File: src/hdl/gca_pkg.sv
// Shared constants, register indexes and control/status types for the gradient animator.
`default_nettype none

package gca_pkg;

  // Color stop table
  localparam int MAX_STOPS     = 4;
  localparam int NUM_STOP_REGS = 4;
  localparam int STOP_REGS     = (MAX_STOPS < NUM_STOP_REGS) ? MAX_STOPS : NUM_STOP_REGS;
  localparam int STOP_IDX_W    = $clog2(MAX_STOPS);
  localparam int STOP_CNT_W    = $clog2(MAX_STOPS + 1);
  localparam int STOP_W        = 49;

  // Configuration port
  localparam int CFG_IDX_W = 3;
  localparam logic [CFG_IDX_W-1:0] REG_DURATION   = 3'd0;
  localparam logic [CFG_IDX_W-1:0] REG_LOOP_COUNT = 3'd1;
  localparam logic [CFG_IDX_W-1:0] REG_STOP_COUNT = 3'd2;
  localparam logic [CFG_IDX_W-1:0] REG_STOP_0     = 3'd3;

  localparam logic [15:0] DURATION_RESET = 16'd1000;
  localparam logic [31:0] ONE_Q16        = 32'h0001_0000;

  // Shared divider
  localparam int DIV_STEPS_W = 6;
  localparam logic [DIV_STEPS_W-1:0] INC_STEPS = 6'd32;
  localparam logic [DIV_STEPS_W-1:0] CH_STEPS  = 6'd8;

  typedef struct packed {
    logic start_inc;  // start the increment division with the accepted delta
    logic phase_upd;  // fold the increment into phase and loop count
    logic scan_init;  // restart the stop scan
    logic scan_step;  // look at one stop
    logic ch_start;   // form one channel's numerator and start its division
    logic ch_store;   // take the channel quotient
    logic out_load;   // move the finished color to the output register
  } gca_cmd_t;

  typedef struct packed {
    logic div_busy;
    logic scan_done;
    logic scan_blend;
    logic ch_last;
    logic out_free;
  } gca_status_t;

endpackage

`default_nettype wire

File: src/hdl/gradient_color_animator.sv
// Top level of the gradient color animator: controller, datapath and configuration port.
`default_nettype none

// Each tick transaction carries delta_t in ms; the block adds delta_t/duration_ms (Q16.16)
// to its phase, wraps or finishes a loop, and returns one ARGB color, blended between two
// stops where needed, plus the running flag. A tick runs the 32-step iterative division of
// the phase increment and its fold into the phase, scans the color stops one at a time,
// then, when two stops are blended, runs four channel divisions on the same shared divider
// (numerator, 8 steps, store), and finally loads the output register. A tick is accepted
// whenever the controller is idle, even while the previous result still waits in the output
// register. Configuration writes are always ready and must only be issued between ticks.
module gradient_color_animator (
  input  wire logic                           clk,
  input  wire logic                           rst,
  input  wire logic                           cfg_valid,
  output logic                                cfg_ready,
  input  wire logic [gca_pkg::CFG_IDX_W-1:0]  cfg_index,
  input  wire logic [gca_pkg::STOP_W-1:0]     cfg_data,
  input  wire logic                           in_valid,
  output logic                                in_stall,
  input  wire logic [15:0]                    delta_t,
  output logic                                out_valid,
  input  wire logic                           out_stall,
  output logic                                running,
  output logic [7:0]                          alpha,
  output logic [7:0]                          red,
  output logic [7:0]                          green,
  output logic [7:0]                          blue
);
  import gca_pkg::*;

  gca_cmd_t    cmd;
  gca_status_t status;

  assign cfg_ready = 1'b1;

  gca_ctrl u_ctrl (
    .clk      (clk),
    .rst      (rst),
    .in_valid (in_valid),
    .in_stall (in_stall),
    .status   (status),
    .cmd      (cmd)
  );

  gca_datapath u_dp (
    .clk       (clk),
    .rst       (rst),
    .cfg_valid (cfg_valid & cfg_ready),
    .cfg_index (cfg_index),
    .cfg_data  (cfg_data),
    .delta_t   (delta_t),
    .out_stall (out_stall),
    .cmd       (cmd),
    .status    (status),
    .out_valid (out_valid),
    .running   (running),
    .alpha     (alpha),
    .red       (red),
    .green     (green),
    .blue      (blue)
  );

endmodule

`default_nettype wire

File: src/hdl/gca_divider.sv
// Iterative restoring divider, one quotient bit per cycle, 16-bit divisor.
`default_nettype none

module gca_divider (
  input  wire logic                               clk,
  input  wire logic                               rst,
  input  wire logic                               start,
  input  wire logic [31:0]                        dividend,
  input  wire logic [15:0]                        rem_init,
  input  wire logic [gca_pkg::DIV_STEPS_W-1:0]    steps,
  input  wire logic [15:0]                        divisor,
  output logic                                    busy,
  output logic [31:0]                             quotient
);
  import gca_pkg::*;

  logic [15:0]            rem;
  logic [15:0]            dvs;
  logic [DIV_STEPS_W-1:0] cnt;
  logic [16:0]            shifted;
  logic [16:0]            trial;

  // Dividend bits shift out at the top while quotient bits shift in at the bottom
  assign shifted = {rem, quotient[31]};
  assign trial   = shifted - {1'b0, dvs};
  assign busy    = (cnt != '0);

  always_ff @(posedge clk) begin
    if (rst) begin
      cnt <= '0;
    end else if (start) begin
      cnt <= steps;
    end else if (busy) begin
      cnt <= cnt - 1'b1;
    end
  end

  always_ff @(posedge clk) begin
    if (start) begin
      rem      <= rem_init;
      quotient <= dividend;
      dvs      <= divisor;
    end else if (busy) begin
      if (!trial[16]) begin
        rem      <= trial[15:0];
        quotient <= {quotient[30:0], 1'b1};
      end else begin
        rem      <= shifted[15:0];
        quotient <= {quotient[30:0], 1'b0};
      end
    end
  end

endmodule

`default_nettype wire

File: src/hdl/gca_datapath.sv
// Datapath: configuration registers, phase accumulator, stop scan, channel blend, output register.
`default_nettype none

module gca_datapath (
  input  wire logic                            clk,
  input  wire logic                            rst,
  input  wire logic                            cfg_valid,
  input  wire logic [gca_pkg::CFG_IDX_W-1:0]   cfg_index,
  input  wire logic [gca_pkg::STOP_W-1:0]      cfg_data,
  input  wire logic [15:0]                     delta_t,
  input  wire logic                            out_stall,
  input  wire gca_pkg::gca_cmd_t               cmd,
  output gca_pkg::gca_status_t                 status,
  output logic                                 out_valid,
  output logic                                 running,
  output logic [7:0]                           alpha,
  output logic [7:0]                           red,
  output logic [7:0]                           green,
  output logic [7:0]                           blue
);
  import gca_pkg::*;

  // Configuration
  logic [15:0]           duration_ms;
  logic [2:0]            stop_count;
  logic [STOP_W-1:0]     stops [MAX_STOPS];
  logic [CFG_IDX_W-1:0]  stop_sel;

  // Animation state
  logic [31:0]           phase_acc;
  logic [7:0]            loops_left;
  logic                  run_flag;

  // Scan and blend
  logic [STOP_CNT_W-1:0] k;
  logic [STOP_CNT_W-1:0] n_eff;
  logic [15:0]           prev_pos;
  logic [31:0]           prev_col;
  logic [STOP_W-1:0]     cur;
  logic [15:0]           cur_pos;
  logic [31:0]           cur_col;
  logic                  at_end;
  logic                  above;
  logic [15:0]           blend_d;
  logic [15:0]           blend_num;
  logic [31:0]           ca;
  logic [31:0]           cb;
  logic [31:0]           col;
  logic [1:0]            ch;
  logic [23:0]           prod_a;
  logic [23:0]           prod_b;
  logic [23:0]           numer;

  // Phase step
  logic [15:0]           dur_eff;
  logic [32:0]           sum;
  logic [31:0]           sat;

  // Divider hookup
  logic                  div_busy;
  logic [31:0]           quo;
  logic [31:0]           div_dividend;
  logic [15:0]           div_rem_init;
  logic [DIV_STEPS_W-1:0] div_steps;
  logic [15:0]           div_divisor;

  assign stop_sel = cfg_index - REG_STOP_0;

  always_ff @(posedge clk) begin
    if (rst) begin
      duration_ms <= DURATION_RESET;
      stop_count  <= '0;
      for (int i = 0; i < MAX_STOPS; i++) begin
        stops[i] <= '0;
      end
    end else if (cfg_valid) begin
      case (cfg_index)
        REG_DURATION:   duration_ms <= cfg_data[15:0];
        REG_STOP_COUNT: stop_count  <= cfg_data[2:0];
        default: begin
          if (cfg_index >= REG_STOP_0 && stop_sel < 3'(STOP_REGS)) begin
            stops[stop_sel[STOP_IDX_W-1:0]] <= cfg_data;
          end
        end
      endcase
    end
  end

  // Increment division and phase fold
  assign dur_eff = (duration_ms == '0) ? 16'd1 : duration_ms;
  assign sum     = {1'b0, phase_acc} + {1'b0, quo};
  assign sat     = sum[32] ? 32'hFFFF_FFFF : sum[31:0];

  always_ff @(posedge clk) begin
    if (rst) begin
      phase_acc  <= '0;
      loops_left <= '0;
      run_flag   <= 1'b1;
    end else if (cfg_valid && cfg_index == REG_LOOP_COUNT) begin
      loops_left <= cfg_data[7:0];
    end else if (cmd.phase_upd) begin
      if (sat > ONE_Q16) begin
        if (loops_left == 8'd1) begin
          // final pass: phase held past 1.0
          phase_acc <= sat;
          run_flag  <= 1'b0;
        end else begin
          phase_acc <= {16'h0, sat[15:0]};
          run_flag  <= 1'b1;
          if (loops_left > 8'd1) begin
            loops_left <= loops_left - 8'd1;
          end
        end
      end else begin
        phase_acc <= sat;
        run_flag  <= 1'b1;
      end
    end
  end

  // Stop scan: one stop per cycle
  always_comb begin
    if (int'(stop_count) < MAX_STOPS) begin
      n_eff = STOP_CNT_W'(stop_count);
    end else begin
      n_eff = STOP_CNT_W'(MAX_STOPS);
    end
  end

  assign cur     = stops[k[STOP_IDX_W-1:0]];
  assign cur_pos = cur[47:32];
  assign cur_col = cur[31:0];
  assign at_end  = (k == n_eff);
  assign above   = ({16'h0, cur_pos} > phase_acc);

  // Blend numerator for the channel at the top of ca/cb
  assign prod_a = {16'h0, ca[31:24]} * {8'h0, blend_d - blend_num};
  assign prod_b = {16'h0, cb[31:24]} * {8'h0, blend_num};
  assign numer  = prod_a + prod_b + {9'h0, blend_d[15:1]};

  always_ff @(posedge clk) begin
    if (cmd.scan_init) begin
      k <= '0;
    end else if (cmd.scan_step) begin
      if (at_end) begin
        col <= (n_eff == '0) ? 32'h0 : prev_col;
      end else if (above) begin
        if (k == '0) begin
          col <= cur_col;
        end else begin
          blend_d   <= cur_pos - prev_pos;
          blend_num <= phase_acc[15:0] - prev_pos;
          ca        <= prev_col;
          cb        <= cur_col;
          ch        <= '0;
        end
      end else begin
        prev_pos <= cur_pos;
        prev_col <= cur_col;
        k        <= k + 1'b1;
      end
    end else if (cmd.ch_store) begin
      col <= {col[23:0], quo[7:0]};
      ca  <= {ca[23:0], 8'h0};
      cb  <= {cb[23:0], 8'h0};
      ch  <= ch + 2'd1;
    end
  end

  // One divider serves the increment and the four channel quotients
  always_comb begin
    if (cmd.start_inc) begin
      div_dividend = {delta_t, 16'h0};
      div_rem_init = '0;
      div_steps    = INC_STEPS;
      div_divisor  = dur_eff;
    end else begin
      // numerator is below 256*d, so the top part already fits as remainder
      div_dividend = {numer[7:0], 24'h0};
      div_rem_init = numer[23:8];
      div_steps    = CH_STEPS;
      div_divisor  = blend_d;
    end
  end

  gca_divider u_div (
    .clk      (clk),
    .rst      (rst),
    .start    (cmd.start_inc | cmd.ch_start),
    .dividend (div_dividend),
    .rem_init (div_rem_init),
    .steps    (div_steps),
    .divisor  (div_divisor),
    .busy     (div_busy),
    .quotient (quo)
  );

  // Output register
  always_ff @(posedge clk) begin
    if (rst) begin
      out_valid <= 1'b0;
    end else if (cmd.out_load) begin
      out_valid <= 1'b1;
    end else if (!out_stall) begin
      out_valid <= 1'b0;
    end
  end

  always_ff @(posedge clk) begin
    if (cmd.out_load) begin
      running <= run_flag;
      alpha   <= col[31:24];
      red     <= col[23:16];
      green   <= col[15:8];
      blue    <= col[7:0];
    end
  end

  always_comb begin
    status            = '0;
    status.div_busy   = div_busy;
    status.scan_done  = at_end || above;
    status.scan_blend = !at_end && above && (k != '0);
    status.ch_last    = (ch == 2'd3);
    status.out_free   = !out_valid || !out_stall;
  end

endmodule

`default_nettype wire

File: src/hdl/gca_ctrl.sv
// Controller: sequences divide, phase update, stop scan, channel blend and output.
`default_nettype none

module gca_ctrl (
  input  wire logic                  clk,
  input  wire logic                  rst,
  input  wire logic                  in_valid,
  output logic                       in_stall,
  input  wire gca_pkg::gca_status_t  status,
  output gca_pkg::gca_cmd_t          cmd
);
  import gca_pkg::*;

  typedef enum logic [2:0] {
    S_IDLE,
    S_DIV_INC,
    S_SCAN,
    S_MUL,
    S_DIV_CH,
    S_EMIT
  } state_t;

  state_t state;
  state_t state_next;

  assign in_stall = (state != S_IDLE);

  always_comb begin
    cmd        = '0;
    state_next = state;
    case (state)
      S_IDLE: begin
        if (in_valid) begin
          cmd.start_inc = 1'b1;
          state_next    = S_DIV_INC;
        end
      end
      S_DIV_INC: begin
        if (!status.div_busy) begin
          cmd.phase_upd = 1'b1;
          cmd.scan_init = 1'b1;
          state_next    = S_SCAN;
        end
      end
      S_SCAN: begin
        cmd.scan_step = 1'b1;
        if (status.scan_done) begin
          state_next = status.scan_blend ? S_MUL : S_EMIT;
        end
      end
      S_MUL: begin
        cmd.ch_start = 1'b1;
        state_next   = S_DIV_CH;
      end
      S_DIV_CH: begin
        if (!status.div_busy) begin
          cmd.ch_store = 1'b1;
          state_next   = status.ch_last ? S_EMIT : S_MUL;
        end
      end
      S_EMIT: begin
        if (status.out_free) begin
          cmd.out_load = 1'b1;
          state_next   = S_IDLE;
        end
      end
      default: begin
        state_next = S_IDLE;
      end
    endcase
  end

  always_ff @(posedge clk) begin
    if (rst) begin
      state <= S_IDLE;
    end else begin
      state <= state_next;
    end
  end

endmodule

`default_nettype wire

File: config.mk
export PLATFORM = sky130hd
export DESIGN_NAME = gradient_color_animator
export DESIGN_NICKNAME = d
export VERILOG_FILES = /design/src/hdl/gca_pkg.sv /design/src/hdl/gradient_color_animator.sv /design/src/hdl/gca_divider.sv /design/src/hdl/gca_datapath.sv /design/src/hdl/gca_ctrl.sv
export SDC_FILE = /design/constraint.sdc
export NUM_CORES = 2
export LEC_CHECK = 0
export ABC_AREA = 1
export BUFFER_PORTS_ARGS = -buffer_cell sky130_fd_sc_hd__buf_2
export CAP_MARGIN = 25
export CORE_MARGIN = 8
export CORE_UTILIZATION = 55
export DETAILED_ROUTE_END_ITERATION = 7
export GPL_TIMING_DRIVEN = 0
export PLACE_DENSITY = 0.77
export REMOVE_ABC_BUFFERS = 1
export SYNTH_ARGS = -nofsm -noshare
export SYNTH_HDL_FRONTEND = slang
export SYNTH_HIERARCHICAL = 1
export SYNTH_SLANG_ARGS = --single-unit
File: constraint.sdc
create_clock -name clk -period 16.7 [get_ports clk]
set_clock_uncertainty 0.15 [all_clocks]
set_input_delay 1.67 -clock clk [delete_from_list [all_inputs] [get_ports clk]]
set_output_delay 1.67 -clock clk [all_outputs]
set_load 0.05 [all_outputs]
# After elaboration in Yosys (flattened, before gate mapping)
# Memory sizes are Yosys's and may differ from the RTL's. A register that Yosys moved wholly into a read port is not among the register bits.
# Cells that the tools add are included.
# W data, S select, Z words.
[totals]
reg_bits = 348
ram_bits = 196
in_bits = 73
out_inout_bits = 36
wordCells = 185
n_memories = 1
[mem_list]
columns = ["name", "words", "word_bits", "read_ports", "rd_clocked_by_memory_dff", "write_ports", "line_no", "source"]
rows = [
  ["u_dp.stops", 4, 49, 1, 1, 4, "gca_datapath.sv:26", "logic [STOP_W-1:0] stops [MAX_STOPS];"],
]
[classes]
addsub = 12
n_mul = 2
magnitude_cmp = 6
n_eq_ne = 22
mux = 77
bitwise = 6
reduce_logical = 34
[ops]
columns = ["operator", "count"]
rows = [
  ["$mux W32", 22],
  ["$mux W16", 6],
  ["$mux W49", 1],
  ["$reduce_or A49 Y1", 1],
  ["$mul A8 B16 Y24", 2],
  ["$sub A16 B16 Y16", 3],
  ["$mux W8", 5],
  ["$add A32 B32 Y33", 1],
  ["$gt A16 B32 Y1", 1],
  ["$gt A32 B17 Y1 const B", 1],
  ["$add A24 B15 Y24", 1],
  ["$add A24 B24 Y24", 1],
  ["$mux W3", 8],
  ["$mux W1", 21],
  ["$mux W2", 10],
  ["$mux W6", 3],
  ["$pmux W3 S6", 1],
  ["$sub A17 B16 Y17", 1],
  ["$logic_not A16 Y1", 1],
  ["$reduce_and A5 Y1", 3],
  ["$ne A2 B2 Y1 const B", 7],
  ["$logic_not A3 Y1", 4],
  ["$reduce_and A4 Y1", 3],
  ["$reduce_bool A2 Y1", 5],
  ["other kinds (26)", 47],
]

# Depth between registers and ports, before layout
[logic_depth]
ltp_word = 10
mapped_depth = 43
ltp_nobuf = 42

# Modules after synthesis
# Netlist, hierarchy kept.
[by_module_without_submodules]
columns = ["module", "instances", "cells_each", "area_per_inst_um2", "seq_area_each_um2"]
rows = [
  ["gca_datapath", 1, 3894, 33090.5, 13422.9],
  ["gca_divider", 1, 545, 4335.4, 2042.0],
  ["gca_ctrl", 1, 62, 362.8, 60.1],
  ["gradient_color_animator", 1, 2, 11.3, 0.0],
]

# Least setup slack after synthesis
# Ideal clock, no wire load.
[synth_path]
kind = "reg2reg"
from = "register u_dp.blend_num[0]"
to = "register u_dp.u_div.rem[15], data pin"
setup_ps = 253
t_arrival_ps = 6960
required_time_ps = 16297
slack_ps = 9337
path_stages_with_launch = 36
n_path_buf = 0
synth_period_minus_slack_ps = 7363
cell_sequence = "edfxtp_1 ha_1 fa_1 inv_1 a31oi_1 o21ai_0 a31oi_1 o21ai_0 a21oi_1 or2_2 nand2_1 nand2_1 nand2_1 nor2_1 fa_1 inv_1 fa_1 inv_1 fa_1 inv_1 fa_1 inv_1 fa_1 inv_1 fa_1 inv_1 ha_1 a21o_1 a221oi_1 nand3_1 nand3_1 nand2_1 o21ai_0 a21oi_1 nand2_1 nand2_1"
[synth_via]
elab_chain_cells = 6
word_cells_on_any_way = 7
cone_classes = "3 x add/sub; 2 x mul; 2 x mux"
[synth_rtl]
columns = ["item", "line_no", "source"]
rows = [
  ["start, declared", "gca_datapath.sv:45", "logic [15:0] blend_num;"],
  ["start signal, assigned", "gca_datapath.sv:152", "blend_num <= phase_acc[15:0] - prev_pos;"],
  ["$sub A16 B16 Y16", "gca_datapath.sv:137", "assign prod_a = {16'h0, ca[31:24]} * {8'h0, blend_d - blend_num};"],
  ["$mul A8 B16 Y24", "gca_datapath.sv:137", ""],
  ["$add A24 B24 Y24 (*)", "gca_datapath.sv:139", "assign numer = prod_a + prod_b + {9'h0, blend_d[15:1]};"],
  ["$add A24 B15 Y24 (*)", "gca_datapath.sv:139", ""],
  ["$mux W16 (*)", "gca_datapath.sv:172", "if (cmd.start_inc) begin"],
  ["named net u_dp.div_rem_init[15]", "gca_datapath.sv:63", "logic [15:0] div_rem_init;"],
  ["$mux W16 (*)", "gca_divider.sv:39", "if (start) begin"],
  ["end signal, assigned", "gca_divider.sv:40", "rem <= rem_init;"],
  ["end signal, assigned", "gca_divider.sv:45", "rem <= trial[15:0];"],
  ["end signal, assigned", "gca_divider.sv:48", "rem <= shifted[15:0];"],
  ["end, declared", "gca_divider.sv:17", "logic [15:0] rem;"],
]
# The timed path passes the listed nets; every way through them passes the cells marked *.
# A chain may end at the register's enable or synchronous reset.

# Worst setup path in the final report
[layout_path]
from = "register u_dp.blend_num[0]"
to = "register u_dp.u_div.rem[14], data pin"
# Same word-level chain as after synthesis.

==> impl_metrics.tcl <==
set metrics [dict create \
    die_area_um2 77370 \
    worstReg2RegEnd "u_dp/u_div/rem[14]$_DFFE_PP_" \
    timing.fmax_mhz 111.8 \
    required_ns 17.04 \
    timing.slew.headroom 0.3023 \
    clk_root_buffer_cell "clkbuf_16" \
    arrival_ns 9.29 \
    grt_max_degree 97 \
    seqCellArea_um2 15530 \
    ant_nets 0 \
    start_util 0.5531 \
    nets 5042 \
    ios 109 \
    layout_common_cells "1176 x nand2_1, 873 x inv_1, 467 x edfxtp_1" \
    die_w_um 278.2 \
    timing.final.crit_share 0.5358 \
    antenna_found_initial 2 \
    clock-sinks 542 \
    end_kind "register" \
    fillers 5743 \
    avgSynthCellArea_um2 8.394 \
    path_max_fanout 9 \
    cts_max_level 2 \
    min_path_cells 0 \
    synth_warnings 6 \
    maxSlewViolCount 0 \
    synth_cell_type_count 56 \
    worst_pin_slew_ns 1.045 \
    synth_top_area_share 0.3710 \
    synth-edff-count 467 \
    overflow 0 \
    run_status "finished clean" \
    ys_seq_elements 542 \
    ff2ff_setup_slack_ns 7.75 \
    multi_input_comb_area_um2 18430 \
    synthArstFlopShare 0 \
    hpwlAfterDp_um 73170 \
    final.min_clock_period_ns 8.947 \
    gp_congestion 0.9783 \
    synth_top_area_cell "edfxtp_1" \
    first_iter_violations 2811 \
    rsz0062_at_grt "false" \
    routedWlPerCell_um 17.83 \
    grt_usage 0.2471 \
    dr.pass1.iters 6 \
    die_y_um 278.2 \
    cts_made_buffers 55 \
    worstSetupPathType "reg2reg" \
    routed_wl_um 97620 \
    syn_area_um2 37800 \
    setup_tns_ns 0 \
    grt_pass1_wl_um 153800 \
    holdCritStartpoint "u_dp/col[29]$_DFFE_PP_" \
    synth.area.top_cells "edfxtp_1 37%, fa_1 12%, nand2_1 12%, inv_1 8.7%, ha_1 6.4%" \
    cts_setup_buffers 0 \
    io_buffers 106 \
    cts_hold_buf 0 \
    syn_inst 4503 \
    maxCapViolations 0 \
    viasPerCell 5.415 \
    slowest_stage "xor2_1" \
    drive_above_1_share 0.06903 \
    hold-path-endpoint "u_dp/alpha[5]$_DFFE_PP_" \
    clk_pin_slew_worst_paths_ns 0.06 \
    r2r_start "u_dp/blend_num[0]$_DFFE_PP_" \
    core_area_um2 68350 \
    clkLatencyLatePin_ns 0.64 \
    antenna_cells 0 \
    clk_path_buf_depth 3 \
    reg2reg_depth 32 \
    synth-seq-area-share 0.4107 \
    layout_commonest_cell "nand2_1" \
    cts_resized 0 \
    hold_viol 0 \
    cts_tree "done" \
    rows 96 \
    setup_viol 0 \
    synth-main-ff-cell "edfxtp_1" \
    grt_pass1_vias 28930 \
    route.detailed.drc 0 \
    hold_path_class "reg2reg" \
    slowest_delay_ns 0.67 \
    startpoint_type "register" \
    vias 29640 \
    syn_to_final_growth_pct 9.477 \
]
[synthesized netlist by cell type (5+ instances only)]
master,number
nor4_1,11
xnor2_1,25
nand3_1,238
o221ai_1,25
clkinv_1,6
dfxtp_1,75
a32oi_1,10
o211ai_1,13
clkbuf_1,142
or2_2,9
and2_1,8
a21o_1,5
fa_1,228
o21ai_0,139
a31oi_1,11
nor3_1,15
nand3b_1,10
o22ai_1,13
ha_1,193
edfxtp_1,467
nor2_1,447
nand3_2,6
nand2_2,24
inv_2,12
o31ai_1,6
a21oi_1,156
inv_1,877
nand2_1,1181
buf_1,9
xor2_1,53
nand2_4,5
nand4_1,29
[metal layers]
layer | part of all wire | GRT usage | routed length, um | up-vias
met5 | 0.00020 | 0 | 20 | -
met4 | 0.036 | 0.08676 | 3533 | 2
met3 | 0.076 | 0.03492 | 7421 | 204
met2 | 0.47 | 0.4100 | 45730 | 1142
met1 | 0.42 | 0.3315 | 40910 | 14100
li1 | - | - | - | 14200
[sequential cells by signal (all words and copies together) (netlist names), 32 cells and up, named ones only]
| register | count |
|---|---|
| u_dp/stops | 192 |
| u_dp/u_div/quotient | 32 |
| u_dp/ca | 32 |
| u_dp/cb | 32 |
| u_dp/col | 32 |
| u_dp/prev_col | 32 |
| u_dp/phase_acc | 32 |
[how the worst max path moves through the flow]
stage	startpoint	endpoint	slack, ns	cells after the start
after CTS	u_dp/blend_num[0]$_DFFE_PP_	u_dp/u_div/rem[15]$_DFFE_PP_	7.93	32
after global routing	u_dp/blend_num[0]$_DFFE_PP_	u_dp/u_div/rem[15]$_DFFE_PP_	7.48	36
after floorplan	register	u_dp/ca[0]$_SDFFCE_PN0P_	7.95	11
after global placement	register	u_dp/ca[29]$_DFFE_PP_	3.87	11
after detailed placement	u_dp/blend_num[0]$_DFFE_PP_	u_dp/u_div/rem[15]$_DFFE_PP_	7.90	32
final	u_dp/blend_num[0]$_DFFE_PP_	u_dp/u_div/rem[14]$_DFFE_PP_	7.75	32
[worst max-delay path, delay by kind of cell (launching register included)]
family	cells	cell delay [ns]
fa+ha+maj	9	4.17
simple gates	9	1.66
compound gates	6	1.24
xor+xnor	1	0.67
flops	1	0.56
buf+inv	7	0.38
[through the flow]
step | utilization | instances | hold WS (ns) | setup WS (ns) | cell area, um2
3_5_place_dp | 0.5771 | 5372 | 0.2545 | 7.896 | 39440
4_1_cts | 0.6053 | 5473 | 0.2679 | 7.925 | 41370
5_1_grt | 0.6055 | 5474 | 0.2787 | 7.481 | 41380
3_3_place_gp | 0.5687 | 5349 | 0.2529 | 3.868 | 38870
6_report | 0.6055 | 5474 | 0.2680 | 7.753 | 41380
2_1_floorplan | - | 4361 | 0.2503 | 7.953 | 37230
[cell type report]
type | count | share of cell area
flip-flops and latches | 542 | 0.3753
well taps | 882 | 0.02667
multi-input cells | 2924 | 0.4455
clock buffers | 65 | 0.03643
repair buffers | 130 | 0.02473
inverters | 895 | 0.08133
clock inverters | 36 | 0.01010
[kinds of logic (layout without fill, tap and decap cells)]
family                     after synthesis  count (layout)  synth area share
xor gates and xnor gates                78              78           0.01807
muxes                                    3               3         0.0007944
buffers and inverters                 1056            1126            0.1058
adders and majority gates              421             421            0.1846
DFF                                    542             542            0.4107
AOI/OAI and AO/OA                      405             405           0.06210
other                                    2              21         0.0001987
and+or+nand+nor                       1996            1996            0.2177
Power is not shown: default switching activity piles up to over one toggle a cycle in this logic, so the estimate is an artifact.
